$ cat src/rtl/tle_pkg.sv
// Shared constants, types and arithmetic helpers for the tilt level estimator.
package tle_pkg;

  localparam int SAMPLE_W = 16;
  localparam int ANGLE_W = 16;
  localparam int BUBBLE_W = 11;
  localparam int SCALE_W = 6;
  localparam int MAXO_W = 10;
  localparam int TOL_W = 7;
  localparam int CFG_W = 10;
  localparam int CFG_IDX_W = 2;

  localparam int FILT_SHIFT = 3;
  localparam int TILT_GAIN = 5730;
  localparam int TILT_DIV = 100;
  localparam int Z_FLOOR = 100;
  localparam int SMOOTH_Z_RESET = 1000;

  localparam int MAG_W = SAMPLE_W + 1;
  localparam int NUM_W = MAG_W + $clog2(TILT_GAIN);
  localparam int DEN_W = MAG_W + $clog2(TILT_DIV);
  localparam int CNT_W = $clog2(NUM_W);

  localparam int IN_TDATA_W = ((3 * SAMPLE_W + 7) / 8) * 8;
  localparam int OUT_FIELDS_W = 2 * ANGLE_W + 2 * BUBBLE_W + 1;
  localparam int OUT_TDATA_W = ((OUT_FIELDS_W + 7) / 8) * 8;

  localparam logic [CFG_IDX_W-1:0] REG_OFFSET_SCALE = CFG_IDX_W'(0);
  localparam logic [CFG_IDX_W-1:0] REG_MAX_OFFSET = CFG_IDX_W'(1);
  localparam logic [CFG_IDX_W-1:0] REG_LEVEL_TOL = CFG_IDX_W'(2);

  typedef logic signed [SAMPLE_W-1:0] sample_t;

  typedef struct packed {
    logic [SCALE_W-1:0] offset_scale;
    logic [MAXO_W-1:0]  max_offset;
    logic [TOL_W-1:0]   level_tolerance;
  } cfg_t;

  typedef struct packed {
    logic [NUM_W-1:0] num_x;
    logic [NUM_W-1:0] num_y;
    logic [DEN_W-1:0] den;
    logic             neg_x;
    logic             neg_y;
  } job_t;

  typedef struct packed {
    logic signed [ANGLE_W-1:0]  pitch_deg;
    logic signed [ANGLE_W-1:0]  roll_deg;
    logic signed [BUBBLE_W-1:0] bubble_dx;
    logic signed [BUBBLE_W-1:0] bubble_dy;
    logic                       is_level;
  } result_t;

  typedef struct packed {
    logic [DEN_W-1:0] rem;
    logic [NUM_W-1:0] acc;
  } div_lane_t;

  typedef enum logic [1:0] {
    BK_IDLE,
    BK_DIV,
    BK_FIN
  } back_state_t;

  // s = (7s + a) / 8, truncated toward zero, wrapped to the sample width
  function automatic sample_t lowpass(input sample_t s, input sample_t a);
    logic signed [SAMPLE_W+3:0] se;
    logic signed [SAMPLE_W+3:0] ae;
    logic signed [SAMPLE_W+3:0] t;
    logic signed [SAMPLE_W+3:0] u;
    se = {{4{s[SAMPLE_W-1]}}, s};
    ae = {{4{a[SAMPLE_W-1]}}, a};
    t = (se <<< FILT_SHIFT) - se + ae;
    u = t[SAMPLE_W+3] ? t + (SAMPLE_W+4)'(7) : t;
    return u[SAMPLE_W+2:FILT_SHIFT];
  endfunction

  function automatic sample_t clamp_z(input sample_t z);
    sample_t zf;
    zf = SAMPLE_W'(Z_FLOOR);
    if (z < zf && z > -zf) begin
      return z[SAMPLE_W-1] ? -zf : zf;
    end
    return z;
  endfunction

  function automatic logic [MAG_W-1:0] magnitude(input sample_t v);
    logic signed [MAG_W-1:0] ve;
    ve = {v[SAMPLE_W-1], v};
    return v[SAMPLE_W-1] ? MAG_W'(-ve) : MAG_W'(ve);
  endfunction

  // one restoring step of an unsigned divide; quotient bits replace dividend bits
  function automatic div_lane_t div_step(input div_lane_t l, input logic [DEN_W-1:0] den);
    logic [DEN_W:0] sh;
    logic [DEN_W:0] diff;
    div_lane_t      r;
    sh = {l.rem, l.acc[NUM_W-1]};
    diff = sh - {1'b0, den};
    if (!diff[DEN_W]) begin
      r.rem = diff[DEN_W-1:0];
      r.acc = {l.acc[NUM_W-2:0], 1'b1};
    end else begin
      r.rem = sh[DEN_W-1:0];
      r.acc = {l.acc[NUM_W-2:0], 1'b0};
    end
    return r;
  endfunction

endpackage

$ cat src/rtl/tilt_level_estimator.sv
// Top level of the tilt level estimator: configuration registers, stream ports, front and back.
// The divider's 30 one-bit steps set the throughput; it pops a new job only once a result loads.
// The front end and a two-entry queue take up to three samples ahead of the divider.
// Reset: synchronous; filters return to x=0, y=0, z=1000 and registers to 6, 64 and 1.
// Reset clears the queue and drops any pending result.
module tilt_level_estimator (
  input  logic                               clk,
  input  logic                               rst,
  input  logic                               s_tvalid,
  output logic                               s_tready,
  input  logic [tle_pkg::IN_TDATA_W-1:0]     s_tdata,   // accel_x, accel_y, accel_z
  output logic                               m_tvalid,
  input  logic                               m_tready,
  output logic [tle_pkg::OUT_TDATA_W-1:0]    m_tdata,   // pitch_deg, roll_deg, bubble_dx,
                                                        // bubble_dy, is_level, zero pad
  input  logic                               cfg_we,
  input  logic [tle_pkg::CFG_IDX_W-1:0]      cfg_index,
  input  logic [tle_pkg::CFG_W-1:0]          cfg_wdata
);
  import tle_pkg::*;

  cfg_t    cfg;
  logic    q_push;
  logic    q_pop;
  logic    q_full;
  logic    q_empty;
  job_t    wr_job;
  job_t    rd_job;
  result_t res;

  always_ff @(posedge clk) begin
    if (rst) begin
      cfg.offset_scale <= SCALE_W'(6);
      cfg.max_offset <= MAXO_W'(64);
      cfg.level_tolerance <= TOL_W'(1);
    end else if (cfg_we) begin
      unique case (cfg_index)
        REG_OFFSET_SCALE: cfg.offset_scale <= cfg_wdata[SCALE_W-1:0];
        REG_MAX_OFFSET:   cfg.max_offset <= cfg_wdata[MAXO_W-1:0];
        REG_LEVEL_TOL:    cfg.level_tolerance <= cfg_wdata[TOL_W-1:0];
        default: ;
      endcase
    end
  end

  tle_front u_front (
    .clk      (clk),
    .rst      (rst),
    .in_valid (s_tvalid),
    .in_ready (s_tready),
    .accel_x  (s_tdata[SAMPLE_W-1:0]),
    .accel_y  (s_tdata[2*SAMPLE_W-1:SAMPLE_W]),
    .accel_z  (s_tdata[3*SAMPLE_W-1:2*SAMPLE_W]),
    .q_push   (q_push),
    .q_job    (wr_job),
    .q_full   (q_full)
  );

  tle_queue u_queue (
    .clk    (clk),
    .rst    (rst),
    .push   (q_push),
    .wr_job (wr_job),
    .full   (q_full),
    .pop    (q_pop),
    .rd_job (rd_job),
    .empty  (q_empty)
  );

  tle_back u_back (
    .clk       (clk),
    .rst       (rst),
    .cfg       (cfg),
    .q_empty   (q_empty),
    .q_job     (rd_job),
    .q_pop     (q_pop),
    .out_valid (m_tvalid),
    .out_ready (m_tready),
    .out_res   (res)
  );

  assign m_tdata = OUT_TDATA_W'({res.is_level, res.bubble_dy, res.bubble_dx,
                                 res.roll_deg, res.pitch_deg});

endmodule

$ cat src/rtl/tle_front.sv
// Front end: accepts samples, runs the smoothing filters and builds divide requests.
module tle_front (
  input  logic                   clk,
  input  logic                   rst,
  input  logic                   in_valid,
  output logic                   in_ready,
  input  tle_pkg::sample_t       accel_x,
  input  tle_pkg::sample_t       accel_y,
  input  tle_pkg::sample_t       accel_z,
  output logic                   q_push,
  output tle_pkg::job_t          q_job,
  input  logic                   q_full
);
  import tle_pkg::*;

  sample_t          smooth_x;
  sample_t          smooth_y;
  sample_t          smooth_z;
  logic             pend;
  logic             accept;
  sample_t          zc;
  logic [MAG_W-1:0] mag_x;
  logic [MAG_W-1:0] mag_y;
  logic [MAG_W-1:0] mag_z;

  assign q_push = pend && !q_full;
  assign in_ready = !pend || !q_full;
  assign accept = in_valid && in_ready;

  always_ff @(posedge clk) begin
    if (rst) begin
      smooth_x <= '0;
      smooth_y <= '0;
      smooth_z <= SAMPLE_W'(SMOOTH_Z_RESET);
      pend <= 1'b0;
    end else begin
      if (accept) begin
        smooth_x <= lowpass(smooth_x, accel_x);
        smooth_y <= lowpass(smooth_y, accel_y);
        smooth_z <= lowpass(smooth_z, accel_z);
        pend <= 1'b1;
      end else if (q_push) begin
        pend <= 1'b0;
      end
    end
  end

  always_comb begin
    zc = clamp_z(smooth_z);
    mag_x = magnitude(smooth_x);
    mag_y = magnitude(smooth_y);
    mag_z = magnitude(zc);
    q_job.num_x = NUM_W'(mag_x) * NUM_W'(TILT_GAIN);
    q_job.num_y = NUM_W'(mag_y) * NUM_W'(TILT_GAIN);
    q_job.den = DEN_W'(mag_z) * DEN_W'(TILT_DIV);
    q_job.neg_x = smooth_x[SAMPLE_W-1] ^ zc[SAMPLE_W-1];
    q_job.neg_y = smooth_y[SAMPLE_W-1] ^ zc[SAMPLE_W-1];
  end

endmodule

$ cat src/rtl/tle_queue.sv
// Two-entry request queue between the front end and the divide back end.
module tle_queue (
  input  logic          clk,
  input  logic          rst,
  input  logic          push,
  input  tle_pkg::job_t wr_job,
  output logic          full,
  input  logic          pop,
  output tle_pkg::job_t rd_job,
  output logic          empty
);
  import tle_pkg::*;

  job_t       mem [2];
  logic       wr_ptr;
  logic       rd_ptr;
  logic [1:0] count;

  assign full = (count == 2'd2);
  assign empty = (count == 2'd0);
  assign rd_job = mem[rd_ptr];

  always_ff @(posedge clk) begin
    if (push) begin
      mem[wr_ptr] <= wr_job;
    end
  end

  always_ff @(posedge clk) begin
    if (rst) begin
      wr_ptr <= 1'b0;
      rd_ptr <= 1'b0;
      count <= 2'd0;
    end else begin
      if (push) begin
        wr_ptr <= !wr_ptr;
      end
      if (pop) begin
        rd_ptr <= !rd_ptr;
      end
      unique case ({push, pop})
        2'b10:   count <= count + 2'd1;
        2'b01:   count <= count - 2'd1;
        default: count <= count;
      endcase
    end
  end

endmodule

$ cat src/rtl/tle_back.sv
// Back end: two radix-2 dividers sharing one divisor, then offsets, level flag and output register.
module tle_back (
  input  logic             clk,
  input  logic             rst,
  input  tle_pkg::cfg_t    cfg,
  input  logic             q_empty,
  input  tle_pkg::job_t    q_job,
  output logic             q_pop,
  output logic             out_valid,
  input  logic             out_ready,
  output tle_pkg::result_t out_res
);
  import tle_pkg::*;

  back_state_t       state;
  back_state_t       state_next;
  logic [CNT_W-1:0]  cnt;
  div_lane_t         lane_x;
  div_lane_t         lane_y;
  logic [DEN_W-1:0]  den;
  logic              neg_x;
  logic              neg_y;
  logic              step;
  logic              load_out;
  logic              last_step;
  result_t           res_next;

  logic signed [ANGLE_W-1:0]  roll;
  logic signed [ANGLE_W-1:0]  pitch;
  logic signed [ANGLE_W+6:0]  prod_x;
  logic signed [ANGLE_W+6:0]  prod_y;
  logic signed [ANGLE_W+6:0]  d_x;
  logic signed [ANGLE_W+6:0]  d_y;
  logic signed [ANGLE_W+6:0]  lim;
  logic signed [ANGLE_W+6:0]  sat_x;
  logic signed [ANGLE_W+6:0]  sat_y;
  logic signed [ANGLE_W+6:0]  scale_s;

  assign last_step = (cnt == CNT_W'(NUM_W - 1));

  always_comb begin
    state_next = state;
    unique case (state)
      BK_IDLE: if (!q_empty) state_next = BK_DIV;
      BK_DIV:  if (last_step) state_next = BK_FIN;
      BK_FIN:  if (!out_valid || out_ready) state_next = BK_IDLE;
      default: state_next = BK_IDLE;
    endcase
  end

  always_comb begin
    q_pop = 1'b0;
    step = 1'b0;
    load_out = 1'b0;
    unique case (state)
      BK_IDLE: q_pop = !q_empty;
      BK_DIV:  step = 1'b1;
      BK_FIN:  load_out = !out_valid || out_ready;
      default: ;
    endcase
  end

  always_ff @(posedge clk) begin
    if (rst) begin
      state <= BK_IDLE;
      out_valid <= 1'b0;
    end else begin
      state <= state_next;
      if (load_out) begin
        out_valid <= 1'b1;
      end else if (out_ready) begin
        out_valid <= 1'b0;
      end
    end
  end

  always_ff @(posedge clk) begin
    if (q_pop) begin
      lane_x <= '{rem: '0, acc: q_job.num_x};
      lane_y <= '{rem: '0, acc: q_job.num_y};
      den <= q_job.den;
      neg_x <= q_job.neg_x;
      neg_y <= q_job.neg_y;
      cnt <= '0;
    end else if (step) begin
      lane_x <= div_step(lane_x, den);
      lane_y <= div_step(lane_y, den);
      cnt <= cnt + CNT_W'(1);
    end
    if (load_out) begin
      out_res <= res_next;
    end
  end

  // roll from x lane, pitch from y lane; offsets are minus angle times scale, clamped to max offset
  always_comb begin
    roll = neg_x ? -$signed(lane_x.acc[ANGLE_W-1:0]) : $signed(lane_x.acc[ANGLE_W-1:0]);
    pitch = neg_y ? -$signed(lane_y.acc[ANGLE_W-1:0]) : $signed(lane_y.acc[ANGLE_W-1:0]);
    scale_s = $signed((ANGLE_W+7)'(cfg.offset_scale));
    lim = $signed((ANGLE_W+7)'(cfg.max_offset));
    prod_x = (ANGLE_W+7)'(roll) * scale_s;
    prod_y = (ANGLE_W+7)'(pitch) * scale_s;
    d_x = -prod_x;
    d_y = -prod_y;
    if (d_x > lim) sat_x = lim;
    else if (d_x < -lim) sat_x = -lim;
    else sat_x = d_x;
    if (d_y > lim) sat_y = lim;
    else if (d_y < -lim) sat_y = -lim;
    else sat_y = d_y;
    res_next.pitch_deg = pitch;
    res_next.roll_deg = roll;
    res_next.bubble_dx = sat_x[BUBBLE_W-1:0];
    res_next.bubble_dy = sat_y[BUBBLE_W-1:0];
    res_next.is_level = (lane_x.acc[ANGLE_W-1:0] <= ANGLE_W'(cfg.level_tolerance)) &&
                        (lane_y.acc[ANGLE_W-1:0] <= ANGLE_W'(cfg.level_tolerance));
  end

endmodule

$ cat config.mk
export PLATFORM = sky130hd
export DESIGN_NAME = tilt_level_estimator
export DESIGN_NICKNAME = d
export VERILOG_FILES = /design/src/rtl/tle_pkg.sv /design/src/rtl/tilt_level_estimator.sv /design/src/rtl/tle_front.sv /design/src/rtl/tle_queue.sv /design/src/rtl/tle_back.sv
export SDC_FILE = /design/constraint.sdc
export NUM_CORES = 2
export LEC_CHECK = 0
export ABC_AREA = 1
export BUFFER_PORTS_ARGS = -buffer_cell sky130_fd_sc_hd__clkbuf_2
export CORE_AREA = 2 2 306 308
export CTS_CLUSTER_DIAMETER = 60
export CTS_CLUSTER_SIZE = 24
export DETAILED_ROUTE_END_ITERATION = 8
export DIE_AREA = 0 0 308 310
export PLACE_DENSITY = 0.74
export SLEW_MARGIN = 10
export SYNTH_ARGS = -nofsm -noshare
export SYNTH_HDL_FRONTEND = slang
export SYNTH_SLANG_ARGS = --single-unit
$ cat constraint.sdc
create_clock -name clk -period 9.8 [get_ports clk]
set_input_delay 1.96 -clock clk [delete_from_list [all_inputs] [get_ports clk]]
set_output_delay 1.96 -clock clk [all_outputs]
set_load 0.005 [all_outputs]
==> metrics.txt <==
layout cells sized above 1 ~6.4%; Async S/R FF share, synth 0%; # Post-CTS Setup Buffers 0; vias in the first global route ~36k; Crit path largest cell delay ~660 ps; Area Growth Syn to Fin 7.41%; placer congestion estimate around 0.95; gr ovfl total 0; I/O pin cnt approximately 120; register area share after synthesis 25.7%; flop2flop setup slack 1170 ps; HPWL after detailed placement 85.2 mm; period utilisation layout 88.0%; DR WL/cell ~15 µm; Initial Util 49.4%; CTS tree done; Initial DRC Count between 2k and 2.5k; hold path depth 2; initial antenna violation count 0; CTS root buffer clkbuf_16; Synth Register Bits 436; worst endpoint data arrival time roughly 9000 ps; worst-margin pin slew between 1000 and 1500 ps; residual DRC count 0; Hold Path Class reg -> reg; 1st-pass router iterations 5; top-count cell post-synth inv_1; area leader, netlist edfxtp_1; Final Hold Vio Count 0; fin worst setup slack about 1200 ps; post-cts sizing count 0; synthesized area about 46,000 µm²; final instance area between 40,000 and 50,000 µm²; Die Y 310 µm; R2R cell count 39; Core ar. 92,500 µm²; largest net degree at the start of global routing between 90 and 100; Ant. Diodes 0; Crit path required time between 10,000 and 15,000 ps; Rows about 110; critical path type reg -> reg; unrepaired setup endpoints after global routing false; Num CTS Buffers 41; die area between 90,000 and 100,000 µm²; Post-synth top flop edfxtp_1; Syn Inst Count between 5k and 6k; dominant cells by area after synthesis edfxtp_1, ha_1, fa_1, inv_1, nand2_1; CTS H-tree lvls 2; syn_area_per_cell about 8 µm²; slew margin rel. 31.8%; clk sinks approximately 440; TNS Setup 0 ps; Worst Path Max Fanout 22; endpoint class of the critical path register; Final Util ~53%; global-route wire length before repair about 170 mm; clk_lat worst skew 610 ps; placed instance area 47,600 µm²; Place WS roughly 1000 ps; gr usage total 22.1%; Via density approximately 5.2; top cell type's share of synthesized area about a fifth; cell repeated most along the worst path nand2_1; critical path's slowest cell xor2_1; maxcap violations 0; remaining antenna violation count 0; run status completed; Distinct cells, synth between 60 and 70; final WL roughly 100 mm; Fin Clk Skew about 43 ps; Clock Path Buffers 3; Die Wd 308 µm; Final Setup Violations 0; fmax between 0.1 and 0.15 GHz; max-slew violations 0; EDFF count, synth a little over 300; min Tclk post-route about 8600 ps; Post-synth top cells inv_1, nand2_1, ha_1, nor2_1, a21oi_1; CTS clk-pin slew, worst paths ~90 ps; Ys Warns 0; Layout Nets between 6k and 7k; Via Count between 30k and 40k; CTS Hold Buffers Added 0; PortBufs 121; startpoint types register
through the flow:
step	hold slack [ps]	std cells
finish	425	7060
CTS	428	7060
global placement	428	6985
global route	481	7060
detailed placement	434	6985
floorplan	421	5751
cells by family after synthesis:
kind of cell               after synthesis  synth area share (%)
and+or+nand+nor                       1887                  17.7
buffers and inverters                 1439                  11.9
adders and majority gates              898                  29.5
AOI/OAI and AO/OA                      823                  10.1
DFF                                    436                  25.7
xor gates and xnor gates               228                  4.44
muxes                                   24                 0.591
other                                    2                0.0164
flip-flops by register name (all words and copies together) (netlist names), named ones only:
signal,count
u_back.den,22
u_back.state,2
u_front.pend,1
u_back.cnt,5
cfg,23
u_back.out_res,55
u_back.neg_y,1
u_back.out_valid,1
u_front.smooth_x,16
u_back.neg_x,1
u_queue.count,2
u_queue.wr_ptr,1
u_front.smooth_z,16
u_queue.rd_ptr,1
u_queue.mem,164
u_back.lane_y,54
u_back.lane_x,54
u_front.smooth_y,16
critical path: cells and delay by family, from the launching register on:
kind	cells	cell delay, ps
buf+inv	8	630
simple gates	18	2080
xor+xnor	3	1750
fa+ha+maj	7	2800
compound gates	3	510
flops	1	580
layer usage:
metal  global-route usage, %  up-vias  routed length, µm
li1                        -    18500                  -
met1                    28.9    17000              47400
met2                    38.4      760              49800
met3                    2.04      179               4280
met4                    7.35        0               3390
met5                       0        -                  0
cell type report:
type	instances	area (µm²)
Timing Repair Buffer	143	771
Tap cell	1197	1500
Sequential cell	436	11800
Clock inverter	29	432
Clock buffer	46	1040
Multi-Input combinational cell	3876	28600
Inverter	1333	5000
Fill cell	8692	43400
cell usage in the layout (no fill, tap or decap), types with 80 or more instances in the layout:
| master | count |
|---|---|
| a21oi_1 | 311 |
| clkbuf_2 | 121 |
| dfxtp_1 | 132 |
| edfxtp_1 | 303 |
| fa_1 | 299 |
| ha_1 | 599 |
| inv_1 | 1303 |
| nand2_1 | 1082 |
| nand3_1 | 235 |
| nand4_1 | 80 |
| nor2_1 | 317 |
| o211ai_1 | 90 |
| o21ai_0 | 302 |
| xor2_1 | 164 |
path summary, 6_finish.rpt:
kind | from | to
worst max-delay path | u_back.lane_x[0]$_SDFFCE_PP0P_ | u_back.out_res[21]$_DFFE_PP_
worst min-delay path | u_back.lane_x[29]$_DFFE_PP_ | u_back.lane_x[30]$_SDFFE_PP0P_
worst max register to register | u_back.lane_x[0]$_SDFFCE_PP0P_ | u_back.out_res[21]$_DFFE_PP_
worst min register to register | u_back.lane_x[29]$_DFFE_PP_ | u_back.lane_x[30]$_SDFFE_PP0P_
Power is not shown: default switching activity piles up to over one toggle a cycle in this logic, so the estimate is an artifact.
